File: src/rtl/psfp_pkg.sv
// Package for the particle sensor frame parser: frame layout constants,
// header codes and the types shared by the parser and the top level.
// Depends on nothing.
`default_nettype none

package psfp_pkg;

    localparam int WORD_COUNT = 12;
    localparam int FRAME_LEN  = 2 * WORD_COUNT + 8;
    localparam int POS_W      = 6;
    localparam int STORE_AW   = (WORD_COUNT > 1) ? $clog2(WORD_COUNT) : 1;
    localparam int INDEX_W    = 4;
    localparam int VALUE_W    = 16;
    localparam int TDATA_W    = 24;

    localparam logic [7:0] HDR_FIRST  = 8'h42;
    localparam logic [7:0] HDR_SECOND = 8'h4d;

    typedef logic [WORD_COUNT-1:0][VALUE_W-1:0] word_arr_t;

    typedef struct packed {
        logic done;
        logic ok;
    } frame_evt_t;

endpackage

`default_nettype wire

File: src/rtl/psfp_parser.sv
// Byte-level frame parser: header hunt, running sum, data word capture and
// checksum compare. Depends on psfp_pkg.
`default_nettype none

module psfp_parser
    import psfp_pkg::*;
(
    input  wire logic             clk,
    input  wire logic             rst_n,
    input  wire logic             byte_valid,
    input  wire logic [7:0]       rx_byte,
    output logic                  at_final,
    output frame_evt_t            frame_evt,
    output word_arr_t             words
);

    localparam logic [POS_W-1:0] POS_HDR0   = '0;
    localparam logic [POS_W-1:0] POS_HDR1   = POS_W'(1);
    localparam logic [POS_W-1:0] POS_DATA   = POS_W'(4);
    localparam logic [POS_W-1:0] POS_CHK_HI = POS_W'(FRAME_LEN - 2);
    localparam logic [POS_W-1:0] POS_CHK_LO = POS_W'(FRAME_LEN - 1);

    logic [POS_W-1:0]    pos_reg, pos_next;
    logic [15:0]         sum_reg, sum_next;
    logic [7:0]          high_reg, high_next;
    logic [7:0]          check_hi_reg, check_hi_next;
    word_arr_t           store_reg;
    logic                store_we;
    logic [STORE_AW-1:0] store_addr;
    logic [POS_W-1:0]    rel;
    logic [15:0]         sum_add;

    assign rel     = pos_reg - POS_DATA;
    assign sum_add = sum_reg + {8'd0, rx_byte};

    always_comb
    begin
        pos_next      = pos_reg;
        sum_next      = sum_reg;
        high_next     = high_reg;
        check_hi_next = check_hi_reg;
        store_we      = 1'b0;
        store_addr    = rel[STORE_AW:1];
        frame_evt     = '0;
        if (byte_valid)
        begin
            if (pos_reg == POS_HDR0)
            begin
                if (rx_byte == HDR_FIRST)
                begin
                    sum_next = {8'd0, rx_byte};
                    pos_next = POS_HDR1;
                end
            end
            else if (pos_reg == POS_HDR1)
            begin
                if (rx_byte == HDR_SECOND)
                begin
                    sum_next = sum_add;
                    pos_next = pos_reg + POS_W'(1);
                end
                else if (rx_byte == HDR_FIRST)
                begin
                    sum_next = {8'd0, rx_byte};
                    pos_next = POS_HDR1;
                end
                else
                begin
                    sum_next = '0;
                    pos_next = POS_HDR0;
                end
            end
            else if (pos_reg < POS_CHK_HI)
            begin
                sum_next = sum_add;
                pos_next = pos_reg + POS_W'(1);
                if (pos_reg >= POS_DATA)
                begin
                    if (!rel[0])
                    begin
                        high_next = rx_byte;
                    end
                    else
                    begin
                        store_we = 1'b1;
                    end
                end
            end
            else if (pos_reg == POS_CHK_HI)
            begin
                check_hi_next = rx_byte;
                pos_next      = pos_reg + POS_W'(1);
            end
            else
            begin
                frame_evt.done = 1'b1;
                frame_evt.ok   = ({check_hi_reg, rx_byte} == sum_reg);
                sum_next       = '0;
                pos_next       = POS_HDR0;
            end
        end
    end

    always_ff @(posedge clk or negedge rst_n)
    begin
        if (!rst_n)
        begin
            pos_reg      <= '0;
            sum_reg      <= '0;
            high_reg     <= '0;
            check_hi_reg <= '0;
        end
        else
        begin
            pos_reg      <= pos_next;
            sum_reg      <= sum_next;
            high_reg     <= high_next;
            check_hi_reg <= check_hi_next;
        end
    end

    always_ff @(posedge clk)
    begin
        if (store_we)
        begin
            store_reg[store_addr] <= {high_reg, rx_byte};
        end
    end

    assign at_final = (pos_reg == POS_CHK_LO);
    assign words    = store_reg;

endmodule

`default_nettype wire

File: src/rtl/particle_sensor_frame_parser.sv
// Top level of the particle sensor frame parser: input stream, parser,
// result drain buffer and output register. Depends on psfp_pkg, psfp_parser.
//
// Usage: received serial bytes enter on the s_axis channel, one request per
// byte. The parser hunts for the header 0x42 0x4d, sums the frame bytes and
// captures the twelve big-endian data words. On the final checksum byte the
// words are copied into a drain buffer, so the next frame's bytes keep being
// taken while results go out. Results leave on m_axis: twelve words with
// tuser high and tlast on the twelfth, or one failure request with tuser low,
// value 0 and tlast high. A header mismatch produces nothing.
// Throughput: one input byte per cycle while s_axis_tready is high. The
// final byte sets drain_busy_reg, then the first result enters the output
// register; results leave one per cycle while m_axis_tready is high, twelve
// for a good frame. s_axis_tready drops only while the parser awaits a final
// byte and the previous frame's results are still draining, and stays low
// until the drain buffer is empty. A stalled receiver holds the output
// register and drain buffer; reset returns to header hunt and empties both.
`default_nettype none

module particle_sensor_frame_parser
    import psfp_pkg::*;
(
    input  wire logic               clk,
    input  wire logic               rst_n,
    input  wire logic               s_axis_tvalid,
    output logic                    s_axis_tready,
    input  wire logic [7:0]         s_axis_tdata,   // [7:0] rx_byte
    output logic                    m_axis_tvalid,
    input  wire logic               m_axis_tready,
    output logic [TDATA_W-1:0]      m_axis_tdata,   // [3:0] word_index, [19:4] word_value
    output logic                    m_axis_tuser,   // [0] frame_ok
    output logic                    m_axis_tlast
);

    localparam logic [STORE_AW-1:0] LAST_IDX = STORE_AW'(WORD_COUNT - 1);

    logic                at_final;
    logic                in_accept;
    frame_evt_t          frame_evt;
    word_arr_t           words;

    logic                drain_busy_reg;
    logic                drain_ok_reg;
    logic [STORE_AW-1:0] drain_idx_reg;
    word_arr_t           drain_buf_reg;
    logic                load;
    logic                load_last;

    logic                out_valid_reg;
    logic [INDEX_W-1:0]  out_index_reg;
    logic [VALUE_W-1:0]  out_value_reg;
    logic                out_ok_reg;
    logic                out_last_reg;

    assign s_axis_tready = !(drain_busy_reg && at_final);
    assign in_accept     = s_axis_tvalid && s_axis_tready;

    psfp_parser u_parser (
        .clk        (clk),
        .rst_n      (rst_n),
        .byte_valid (in_accept),
        .rx_byte    (s_axis_tdata),
        .at_final   (at_final),
        .frame_evt  (frame_evt),
        .words      (words)
    );

    assign load      = drain_busy_reg && (!out_valid_reg || m_axis_tready);
    assign load_last = !drain_ok_reg || (drain_idx_reg == LAST_IDX);

    always_ff @(posedge clk or negedge rst_n)
    begin
        if (!rst_n)
        begin
            drain_busy_reg <= 1'b0;
            drain_ok_reg   <= 1'b0;
            drain_idx_reg  <= '0;
            out_valid_reg  <= 1'b0;
        end
        else
        begin
            if (frame_evt.done)
            begin
                drain_busy_reg <= 1'b1;
                drain_ok_reg   <= frame_evt.ok;
                drain_idx_reg  <= '0;
            end
            else if (load)
            begin
                drain_busy_reg <= !load_last;
                drain_idx_reg  <= drain_idx_reg + STORE_AW'(1);
            end
            if (load)
            begin
                out_valid_reg <= 1'b1;
            end
            else if (m_axis_tready)
            begin
                out_valid_reg <= 1'b0;
            end
        end
    end

    always_ff @(posedge clk)
    begin
        if (frame_evt.done)
        begin
            drain_buf_reg <= words;
        end
        if (load)
        begin
            out_index_reg <= drain_ok_reg ? INDEX_W'(drain_idx_reg) : '0;
            out_value_reg <= drain_ok_reg ? drain_buf_reg[drain_idx_reg] : '0;
            out_ok_reg    <= drain_ok_reg;
            out_last_reg  <= load_last;
        end
    end

    assign m_axis_tvalid = out_valid_reg;
    assign m_axis_tdata  = {{(TDATA_W - INDEX_W - VALUE_W){1'b0}}, out_value_reg, out_index_reg};
    assign m_axis_tuser  = out_ok_reg;
    assign m_axis_tlast  = out_last_reg;

    a_stall_only_when_draining: assert property (@(posedge clk) disable iff (!rst_n)
        !s_axis_tready |-> drain_busy_reg)
        else $error("input stalled with an empty drain buffer");

    a_no_overrun: assert property (@(posedge clk) disable iff (!rst_n)
        frame_evt.done |-> !drain_busy_reg)
        else $error("frame completed while the drain buffer was busy");

    a_fail_result_form: assert property (@(posedge clk) disable iff (!rst_n)
        (m_axis_tvalid && !m_axis_tuser) |->
            (m_axis_tlast && (m_axis_tdata[19:4] == 16'd0)))
        else $error("failure result not a single zero-valued last request");

    a_drain_index_range: assert property (@(posedge clk) disable iff (!rst_n)
        drain_busy_reg |-> (drain_idx_reg <= LAST_IDX))
        else $error("drain index beyond the last data word");

endmodule

`default_nettype wire
File: config.mk
export PLATFORM = sky130hd
export DESIGN_NAME = particle_sensor_frame_parser
export DESIGN_NICKNAME = d
export VERILOG_FILES = /design/src/rtl/psfp_pkg.sv /design/src/rtl/psfp_parser.sv /design/src/rtl/particle_sensor_frame_parser.sv
export SDC_FILE = /design/constraint.sdc
export NUM_CORES = 1
export LEC_CHECK = 0
export ABC_AREA = 1
export BUFFER_PORTS_ARGS = -buffer_cell sky130_fd_sc_hd__buf_4
export CAP_MARGIN = 0
export CORE_UTILIZATION = 50
export CTS_CLUSTER_DIAMETER = 200
export DETAILED_ROUTE_END_ITERATION = 12
export PLACE_DENSITY = 0.72
export SKIP_LAST_GASP = 1
export SYNTH_ARGS = -nofsm -noshare
export SYNTH_HDL_FRONTEND = slang
export SYNTH_SLANG_ARGS = --single-unit
File: constraint.sdc
create_clock -name clk -period 13.69 [get_ports clk]
set_input_delay 1.369 -clock clk [delete_from_list [all_inputs] [get_ports clk]]
set_output_delay 1.369 -clock clk [all_outputs]
set_load 0.005 [all_outputs]
==> summary.txt, run 1 <==
Timing
  • Period utilization: 26.0%
  • Tightest Pin Transition: 1.16 ns
  • Setup violators final: 0
  • RSZ-0062 raised after global routing: no
  • Fin Hold WS: 0.415 ns
  • Final hold viol count: 0
  • Worst Skew: 0.0150 ns
  • Fmax: 281 MHz
  • Worst slew margin: 22.5%
  • Final setup margin: 10.13 ns
  • Setup TNS: 0 ns
  • Max-slew violation count: 0
  • Tmin final: 3.56 ns

Worst setup path
  • Reg2reg path depth: 7
  • WP data required: 13.84 ns
  • WP depth: 5
  • Critical path peak fanout: 88
  • Crit-path cells: buf_4 > a21boi_4 > inv_1 > nor2_4 > buf_4
  • Crit path arrival time: 3.70 ns
  • CP Launch Type: primary input
  • RR Endpoint: drain_buf_reg[44]$_DFFE_PP_
  • Critical path's top delay family: buffers and inverters
  • FF-to-FF setup slack: 10.13 ns
  • R2R Path Start: u_parser.pos_reg[2]$_DFFE_PN0P_
  • Worst path max stage delay: 1.00 ns
  • CP endpoint kind: flop
  • CP Buf/Inv Count: 3
  • Most used cell, CP: buf_4
  • Slowest-stage cell, CP: buf_4
  • Crit Path Class: in2reg

Flow run
  • Max-Cap Viols: 0

Clock network
  • Root buffer cell: clkbuf_16
  • Max clock buf depth: 3
  • Reg clk slew, reported paths: 0.06 ns
  • CTS tree: yes
  • # hold bufs at CTS: 0
  • CTS buffer count: 44
  • Clk sinks: 451
  • Setup Fix Bufs, Post-CTS: 0
  • Clk Latency, worst-skew pair: 0.54 ns
  • CTS H-tree depth: 2
  • Post-cts resize count: 0

Detailed routing
  • Wire per inst: 20.3 µm
  • Drt total wl: 35,200 µm
  • Drt pass-1 iters: 6
  • DR vias/cell: 5.50
  • Vias: 9,554
  • Remaining antenna violation count: 0
  • DRC: 0
  • DRT iter0 DRCs: 891

Power and ir drop
  • Power share of the sequential group: 48.1%
  • Static leakage: 6.71 nW
  • Worst vdd ir: 130 µV
  • P_sw: 1.02 mW
  • Int Pwr: 2.47 mW
  • Logic gate share of total power: 17.4%
  • Clock power share: 34.5%
  • Pwr dens: 182 mW/mm²
  • Switch share: 29.3%

Worst hold path
  • Worst Hold Endpoint: drain_buf_reg[11]$_DFFE_PP_
  • Hold Crit Start: u_parser.words[11]$_DFFE_PP_
  • Hold depth: 0
  • Worst Hold Class: reg2reg

Outcome
  • Status: finished clean

Place
  • Gp weighted congestion: 0.859
  • Hpwl dp: 21,000 µm
  • Port Buffers: 35
  • Post-Place Worst Slack: 9.52 ns

Die
  • Ports: 40
  • Chip Height: 186 µm
  • Starting Density: 50.7%
  • Core ar.: 0.0334 mm²
  • Core Rows: 67
  • DIE AREA: 0.0346 mm²
  • Die width: 186 µm

Synthesis
  • Predominant post-synthesis flop cell: edfxtp_1
  • Total of warnings raised by yosys: 0
  • Post-synth EDFFs: 406
  • Sequential fraction of the synthesis area: 78.6%
  • Ys async rst share: 9.98%
  • Cell count after synthesis: 1,212
  • Synth Register Bits: 451
  • Syn Std Cell Area: 0.0170 mm²
  • Syn avg cell area: 14.0 µm²
  • Synth cell types: 38

Final layout
  • Share of cells above drive strength 1: 10.4%
  • # diodes: 0
  • Fillers: 2,550
  • P&R area growth vs syn: 12.8%
  • Nets: 1,283

Global routing
  • Largest net degree at the start of global routing: 100
  • Vias in the first global route: 9,559
  • Initial antenna violation count: 1
  • First-pass GRT wire length: 54,000 µm
  • Overflow after GRT: 0
  • Gr usage total: 21.4%
==> power by group through the flow <==
stage | Clock, mW | Sequential (mW) | Combinational [mW]
3_3_place_gp | 0 | 1.70 | 0.590
6_report | 1.20 | 1.68 | 0.606
4_1_cts | 1.22 | 1.68 | 0.608
3_5_place_dp | 0 | 1.71 | 0.603
5_1_grt | 1.27 | 1.68 | 0.677
2_1_floorplan | 0 | 1.64 | 0.451
==> how the worst max path moves through the flow <==
stage,start,endpoint,slack [ns]
after floorplan,s_axis_tvalid,drain_ok_reg$_DFFE_PN0P_,3.09
after global placement,s_axis_tvalid,drain_buf_reg[12]$_DFFE_PP_,9.61
after detailed placement,s_axis_tvalid,drain_buf_reg[12]$_DFFE_PP_,9.52
after CTS,u_parser.pos_reg[2]$_DFFE_PN0P_,drain_buf_reg[45]$_DFFE_PP_,10.06
after global routing,u_parser.pos_reg[2]$_DFFE_PN0P_,drain_buf_reg[9]$_DFFE_PP_,9.81
final,s_axis_tvalid,drain_buf_reg[44]$_DFFE_PP_,10.13
==> per-layer routing <==
metal	routed length (µm)	vias up	part of all wire (%)	global-route usage, %
li1	-	4410	-	-
met1	14000	4693	40	27.6
met2	17600	372	50	36.8
met3	2520	79	7.2	3.47
met4	1040	0	3.0	8.13
met5	0	-	0	0
==> metrics by stage <==
stage	utilization, %	total power, mW	cell area, µm²	cells
after floorplan	-	2.09	17000	1215
after detailed placement	52.8	2.31	17700	1656
after global routing	57.2	3.64	19100	1738
final	57.2	3.49	19100	1738
after CTS	57.1	3.51	19100	1737
after global placement	52.8	2.29	17700	1656
==> cell usage in the layout (no fill, tap or decap), types with 3 or more instances in the layout <==
| master | count |
|---|---|
| xnor2_1 | 7 |
| o22ai_1 | 3 |
| nand4_1 | 4 |
| clkinv_2 | 4 |
| o21ai_0 | 89 |
| a21oi_1 | 26 |
| nor2_2 | 15 |
| o211ai_1 | 32 |
| nand2_1 | 157 |
| clkbuf_16 | 46 |
| nand3b_1 | 4 |
| edfxtp_1 | 406 |
| o32ai_1 | 16 |
| ha_1 | 15 |
| nor2_1 | 188 |
| clkinv_1 | 13 |
| bufinv_16 | 5 |
| inv_1 | 59 |
| buf_4 | 41 |
| o21ai_1 | 22 |
| clkbuf_1 | 9 |
| xor2_1 | 7 |
| conb_1 | 4 |
| nand3_1 | 41 |
| nor3_1 | 4 |
| inv_2 | 7 |
| dfrtp_1 | 43 |
==> cell usage after synthesis, drive strengths merged, types with 7 or more instances <==
library cell	count	share of area, %
o211ai	32	1.4
edfxtp	406	72
nand2	159	3.5
a21oi	26	0.77
o32ai	16	0.83
clkbuf	30	0.66
xor2	7	0.36
nor2	205	4.6
inv	65	1.4
nand3	43	1.3
xnor2	7	0.36
ha	15	1.1
o21ai	111	3.3
dfrtp	45	6.6
buf	18	0.59
==> layout make-up <==
class                   count  area, µm²  area share [%]
multi-input cells         649       3220            16.9
well taps                 448        561            2.93
clock buffers              55       1180            6.20
flip-flops and latches    451      13300            69.7
inverters                  67        251            1.32
repair buffers             42        319            1.67
clock inverters            26        256            1.34
==> cell families (layout without fill, tap and decap cells) <==
logic type | after synthesis | after routing | share of synthesized area (%)
mux | 1 | 1 | 0.0590
simple gates | 422 | 422 | 10.0
buf+inv | 115 | 190 | 2.74
flops | 451 | 451 | 78.6
compound gates | 192 | 192 | 6.63
xor+xnor | 14 | 14 | 0.723
other cells | 1 | 4 | 0.0221
fa+ha+maj | 16 | 16 | 1.23
(Power assumes the default switching activity.)
==> run 2: changes to the inputs <==
==> constraint.sdc (replaced) <==
create_clock -name clk -period 3.56 [get_ports clk]
set_input_delay 0.356 -clock clk [delete_from_list [all_inputs] [get_ports clk]]
set_output_delay 0.356 -clock clk [all_outputs]
set_load 0.005 [all_outputs]
==> summary.txt, run 2 (synthesized netlist as in run 1, its figures left out) <==
Worst hold path
  • Hold depth: 4 (+4)
  • Worst Hold Class: in2reg

Place
  • Port Buffers: 35 (unchanged)
  • Gp weighted congestion: 0.886 (+3.2%)
  • Hpwl dp: 20,900 µm (-0.25%)
  • Post-Place Worst Slack: 1.06 ns (-8.46 ns)

Worst setup path
  • CP Buf/Inv Count: 3 (unchanged)
  • Reg2reg path depth: 10 (+3)
  • Worst path max stage delay: 0.50 ns (-0.50 ns)
  • WP data required: 3.78 ns (-10.06 ns)
  • WP depth: 10 (+5)
  • Critical path's top delay family: simple AND/OR/NAND/NOR gates
  • Critical path peak fanout: 16 (-82%)
  • Crit Path Class: reg2reg
  • CP endpoint kind: flop
  • Crit path arrival time: 2.77 ns (-0.93 ns)
  • FF-to-FF setup slack: 1.01 ns (-9.12 ns)
  • Crit-path cells: inv_1 > ha_1 > nand3_2 > inv_2 > nor2_1 > nand2_1 > nor2_1 > nand3_1 > nor2_2 > buf_4
  • Slowest-stage cell, CP: dfrtp_1
  • CP Launch Type: flop
  • Most used cell, CP: nor2_1

Die
  • Core Rows: 67 (unchanged)
  • DIE AREA: 0.0346 mm² (unchanged)
  • Chip Height: 186 µm (unchanged)
  • Starting Density: 50.7% (unchanged)
  • Core ar.: 0.0334 mm² (unchanged)
  • Die width: 186 µm (unchanged)
  • Ports: 40 (unchanged)

Detailed routing
  • Drt total wl: 34,000 µm (-3.6%)
  • DRT iter0 DRCs: 875 (-1.8%)
  • Remaining antenna violation count: 0 (unchanged)
  • Vias: 9,494 (-0.63%)
  • Drt pass-1 iters: 7 (+1)
  • DR vias/cell: 5.41 (-1.6%)
  • Wire per inst: 19.3 µm (-4.6%)
  • DRC: 0 (unchanged)

Clock network
  • CTS buffer count: 44 (unchanged)
  • Clk sinks: 451 (unchanged)
  • Reg clk slew, reported paths: 0.06 ns (about the same)
  • Clk Latency, worst-skew pair: 0.56 ns (+0.02 ns)
  • CTS H-tree depth: 2 (unchanged)
  • Root buffer cell: clkbuf_16
  • # hold bufs at CTS: 1 (+1)
  • CTS tree: yes
  • Post-cts resize count: 0 (unchanged)
  • Max clock buf depth: 3 (unchanged)
  • Setup Fix Bufs, Post-CTS: 0 (unchanged)

Power and ir drop
  • Int Pwr: 9.45 mW (+280%)
  • Static leakage: 6.82 nW (+1.6%)
  • Logic gate share of total power: 18.1% (+0.7 points)
  • Switch share: 29.0% (-0.25 points)
  • Power share of the sequential group: 48.0% (about the same)
  • P_sw: 3.87 mW (+280%)
  • Pwr dens: 690 mW/mm² (+280%)
  • Worst vdd ir: 526 µV (+310%)
  • Clock power share: 33.9% (-0.6 points)
  • Total power draw: 13.3 mW (+280%)

Timing
  • Fin Hold WS: 0.143 ns (-0.271 ns)
  • Setup violators final: 0 (unchanged)
  • Tmin final: 2.55 ns
  • Worst Skew: 0.0275 ns (+0.0124 ns)
  • RSZ-0062 raised after global routing: no
  • Final hold viol count: 0 (unchanged)
  • Max-slew violation count: 0 (unchanged)
  • Tightest Pin Transition: 0.808 ns (-0.352 ns)
  • Final setup margin: 1.01 ns (-9.12 ns)
  • Period utilization: 71.5%
  • Worst slew margin: 46.0% (+23 points)
  • Fmax: 393 MHz

Final layout
  • # diodes: 0 (unchanged)
  • Most common cell after layout, fill and taps aside: edfxtp_1
  • P&R area growth vs syn: 13.9%
  • Most frequent cells in the layout: edfxtp_1 (406), nor2_1 (187), nand2_1 (156)
  • Share of cells above drive strength 1: 11.9% (+1.5 points)
  • Nets: 1,304 (+1.6%)
  • Final Util: 57.7% (+0.56 points)

Global routing
  • Largest net degree at the start of global routing: 100 (unchanged)
  • Gr usage total: 20.6% (-0.88 points)
  • Initial antenna violation count: 0 (-1)
  • Overflow after GRT: 0 (unchanged)
  • First-pass GRT wire length: 52,700 µm (-2.4%)
  • Vias in the first global route: 9,452 (-1.1%)

Flow run
  • Max-Cap Viols: 0 (unchanged)

Outcome
  • Status: finished clean
## run 2: path summary, 6_finish.rpt
kind,start,endpoint
setup / recovery,u_parser.pos_reg[0]$_DFFE_PN0P_,u_parser.words[28]$_DFFE_PP_
hold / removal,m_axis_tready,m_axis_tvalid$_DFFE_PN0P_
setup reg to reg,u_parser.pos_reg[0]$_DFFE_PN0P_,u_parser.words[28]$_DFFE_PP_
hold reg to reg,u_parser.words[166]$_DFFE_PP_,drain_buf_reg[166]$_DFFE_PP_
max in group asynchronous,rst_n,drain_idx_reg[0]$_DFFE_PN0P_
min in group asynchronous,rst_n,drain_idx_reg[2]$_DFFE_PN0P_
## run 2: area by class of cell
class                      instances  area [µm²]
clock buffer                      59        1180
clock inverter                    19         221
fill                            2534       14100
inverter                          67         251
multi-input combinational        649        3230
sequential                       451       13300
tap                              448         561
timing repair buffer              63         538
## run 2: tightest hold or removal path, stage by stage
cell	delay, ns
buf_4	0.08
inv_1	0.03
nand2_1	0.11
nand2_1	0.07
## run 2: power by group through the flow
| stage | combinational [mW] | clock (mW) | sequential [mW] |
|---|---|---|---|
| final | 2.42 | 4.51 | 6.39 |
| after global routing | 2.72 | 4.80 | 6.42 |
| after CTS | 2.43 | 4.58 | 6.39 |
| after detailed placement | 2.41 | 0 | 6.50 |
| after global placement | 2.38 | 0 | 6.49 |
| after floorplan | 1.74 | 0 | 6.29 |
## run 2: routing by layer
layer,GRT usage [%],up-vias,wire length (µm)
met5,0,-,0
met1,27.2,4660,14200
li1,-,4441,-
met4,8.49,0,1210
met3,3.00,80,1970
met2,34.4,313,16600
## run 2: stage by stage
| stage | setup TNS (ns) | cell area (µm²) | instances |
|---|---|---|---|
| floorplan | -152.36 | 17000 | 1215 |
| global placement | 0 | 17900 | 1677 |
| detailed placement | 0 | 17900 | 1677 |
| CTS | 0 | 19300 | 1756 |
| global route | 0 | 19300 | 1756 |
| finish | 0 | 19300 | 1756 |
==> run 3: changes to the inputs <==
==> constraint.sdc (replaced) <==
create_clock -name clk -period 2.5 [get_ports clk]
set_input_delay 0.25 -clock clk [delete_from_list [all_inputs] [get_ports clk]]
set_output_delay 0.25 -clock clk [all_outputs]
set_load 0.005 [all_outputs]
==> summary.txt, run 3 (synthesized netlist as in run 1, its figures left out) <==
Timing
  • Final hold viol count: 0 (unchanged)
  • Period utilization: 93.5% (+22 points)
  • Tmin final: 2.34 ns (-0.209 ns)
  • Max-slew violation count: 0 (unchanged)
  • Worst slew margin: 50.1% (+4.1 points)
  • RSZ-0062 raised after global routing: no
  • Worst Skew: 0.0185 ns (-0.00895 ns)
  • Fmax: 428 MHz (+9.0%)
  • Setup violators final: 0 (unchanged)
  • Tightest Pin Transition: 0.749 ns (-0.0591 ns)
  • Fin Hold WS: 0.0661 ns (-0.0773 ns)
  • Final setup margin: 0.163 ns (-0.851 ns)

Worst setup path
  • CP endpoint kind: flop
  • Crit path arrival time: 2.57 ns (-0.20 ns)
  • Crit Path Class: reg2reg
  • WP data required: 2.74 ns (-1.04 ns)
  • Reg2reg path depth: 11 (+1)
  • Crit path to: u_parser.words[60]$_DFFE_PP_
  • R2R Path Start: u_parser.pos_reg[3]$_DFFE_PN0P_
  • FF-to-FF setup slack: 0.16 ns (-0.85 ns)
  • CP Launch Type: flop
  • RR Endpoint: u_parser.words[60]$_DFFE_PP_
  • Critical path peak fanout: 16 (unchanged)
  • Crit. Startpoint: u_parser.pos_reg[3]$_DFFE_PN0P_

Final layout
  • P&R area growth vs syn: 16.5%
  • # diodes: 0 (unchanged)
  • Fillers: 2,528 (-0.24%)
  • Post-route insts no fill: 1,785 (+1.7%)
  • Most common cell after layout, fill and taps aside: edfxtp_1
  • Most frequent cells in the layout: edfxtp_1 (406), nor2_1 (187), nand2_1 (156)
  • Share of cells above drive strength 1: 14.1% (+2.3 points)
  • Register Area: 0.0133 mm² (about the same)
  • Multi-input logic area: 0.00323 mm² (unchanged)
  • Nets: 1,329 (+1.9%)

Clock network
  • Clk Latency, worst-skew pair: 0.54 ns (-0.02 ns)
  • CTS H-tree depth: 2 (unchanged)
  • Root buffer cell: clkbuf_16
  • Reg clk slew, reported paths: 0.06 ns (about the same)
  • Setup Fix Bufs, Post-CTS: 0 (unchanged)
  • CTS tree: yes
  • Max clock buf depth: 3 (unchanged)
  • Clk sinks: 451 (unchanged)
  • CTS buffer count: 44 (unchanged)

Detailed routing
  • DR vias/cell: 5.42 (+0.33%)
  • Vias: 9,683 (+2.0%)
  • DRC: 0 (unchanged)
  • DRT iter0 DRCs: 850 (-2.9%)
  • Drt total wl: 36,000 µm (+6.0%)
  • Wire per inst: 20.2 µm (+4.2%)
  • Drt pass-1 iters: 5 (-2)
  • Remaining antenna violation count: 0 (unchanged)

Die
  • Chip Height: 186 µm (unchanged)
  • Ports: 40 (unchanged)
  • Die width: 186 µm (unchanged)
  • DIE AREA: 0.0346 mm² (unchanged)
  • Starting Density: 50.7% (unchanged)
  • Core Rows: 67 (unchanged)
  • Core ar.: 0.0334 mm² (unchanged)

Global routing
  • Vias in the first global route: 9,525 (+0.77%)
  • Overflow after GRT: 0 (unchanged)
  • Largest net degree at the start of global routing: 46 (-54%)
  • Initial antenna violation count: 0 (unchanged)
  • First-pass GRT wire length: 55,000 µm (+4.5%)
  • Gr usage total: 21.8% (+1.2 points)

Power and ir drop
  • Pwr dens: 994 mW/mm² (+44%)
  • Static leakage: 7.03 nW (+3.0%)
  • Worst vdd ir: 673 µV (+28%)

Place
  • Placed Cells incl. Taps: 1,702 (+1.5%)
  • Gp weighted congestion: 0.842 (-5.0%)
  • Hpwl dp: 22,900 µm (+9.5%)
  • Post-Place Worst Slack: 0.200 ns (-0.857 ns)
  • Port Buffers: 35 (unchanged)

Worst hold path
  • Worst Hold Class: in2reg

Flow run
  • Max-Cap Viols: 0 (unchanged)

Outcome
  • Status: finished clean
## run 3: cell types whose count changed in the layout (fill, tap and decap cells not counted), moves of 2 or more
| cell | change |
|---|---|
| buf_12 | +12 |
| buf_4 | +13 |
| bufinv_16 | +3 |
| clkbuf_1 | -6 |
| clkinv_1 | +2 |
| clkinv_2 | +2 |
| clkinvlp_4 | +2 |
| inv_16 | -2 |
## run 3: worst max-delay path: stages (launching register included)
cell and delay (ns):
dfrtp_1 0.38, inv_1 0.11, ha_1 0.27, nand2_1 0.11, nor2_1 0.06, nor2_1 0.16, nand2_1 0.12, nor2_1 0.11
buf_4 0.14, nand3_1 0.19, nor2_2 0.21, buf_12 0.18
## run 3: area by class of cell
| type | instances | share of cell area (%) |
|---|---|---|
| Clock buffer | 55 | 6.05 |
| Clock inverter | 27 | 1.62 |
| Inverter | 67 | 1.27 |
| Tap cell | 448 | 2.84 |
| Sequential cell | 451 | 67.4 |
| Multi-Input combinational cell | 649 | 16.4 |
| Timing Repair Buffer | 88 | 4.43 |
## run 3: routing by layer
layer,part of all wire [%],vias to the layer above,track usage [%]
li1,-,4503,-
met1,41,4740,29.2
met2,48,372,35.7
met3,7.3,68,3.97
met4,3.4,0,8.36
met5,0,-,0
## run 3: stage by stage
step                      power [mW]  cell area, µm²  setup TNS (ns)  utilization, %
after floorplan                 11.4           17000         -362.24               -
after global placement          12.9           18200               0            54.5
after detailed placement        12.9           18200               0            54.5
after CTS                       19.7           19800               0            59.1
after global routing            20.5           19800               0            59.1
final                           19.6           19800               0            59.1
## run 3: how the worst min path moves through the flow
stage,from,to,slack (ns),depth (start not counted)
after detailed placement,rst_n,m_axis_tvalid$_DFFE_PN0P_,0.30,1
after CTS,m_axis_tready,m_axis_tvalid$_DFFE_PN0P_,0.04,4
final,m_axis_tready,m_axis_tvalid$_DFFE_PN0P_,0.07,4
after floorplan,rst_n,drain_busy_reg$_DFFE_PN0P_,-0.05,0
after global placement,rst_n,u_parser.sum_reg[2]$_DFFE_PN0P_,0.30,1
after global routing,m_axis_tready,m_axis_tvalid$_DFFE_PN0P_,0.05,4
## run 3: where the power goes
group          switching (mW)  internal, mW  leakage, nW  total, mW
clock network            2.69          4.12        0.730       6.82
registers               0.566          8.60         4.27       9.17
logic                    2.41          1.24         2.03       3.65
total                    5.67          14.0         7.03       19.6
## run 3: timing repair
action | in CTS | in global routing
hold buffers | 1 | 0
gates resized for setup | 0 | 1
setup endpoints to repair | 0 | 109
endpoints found under the hold margin | 45 | 0
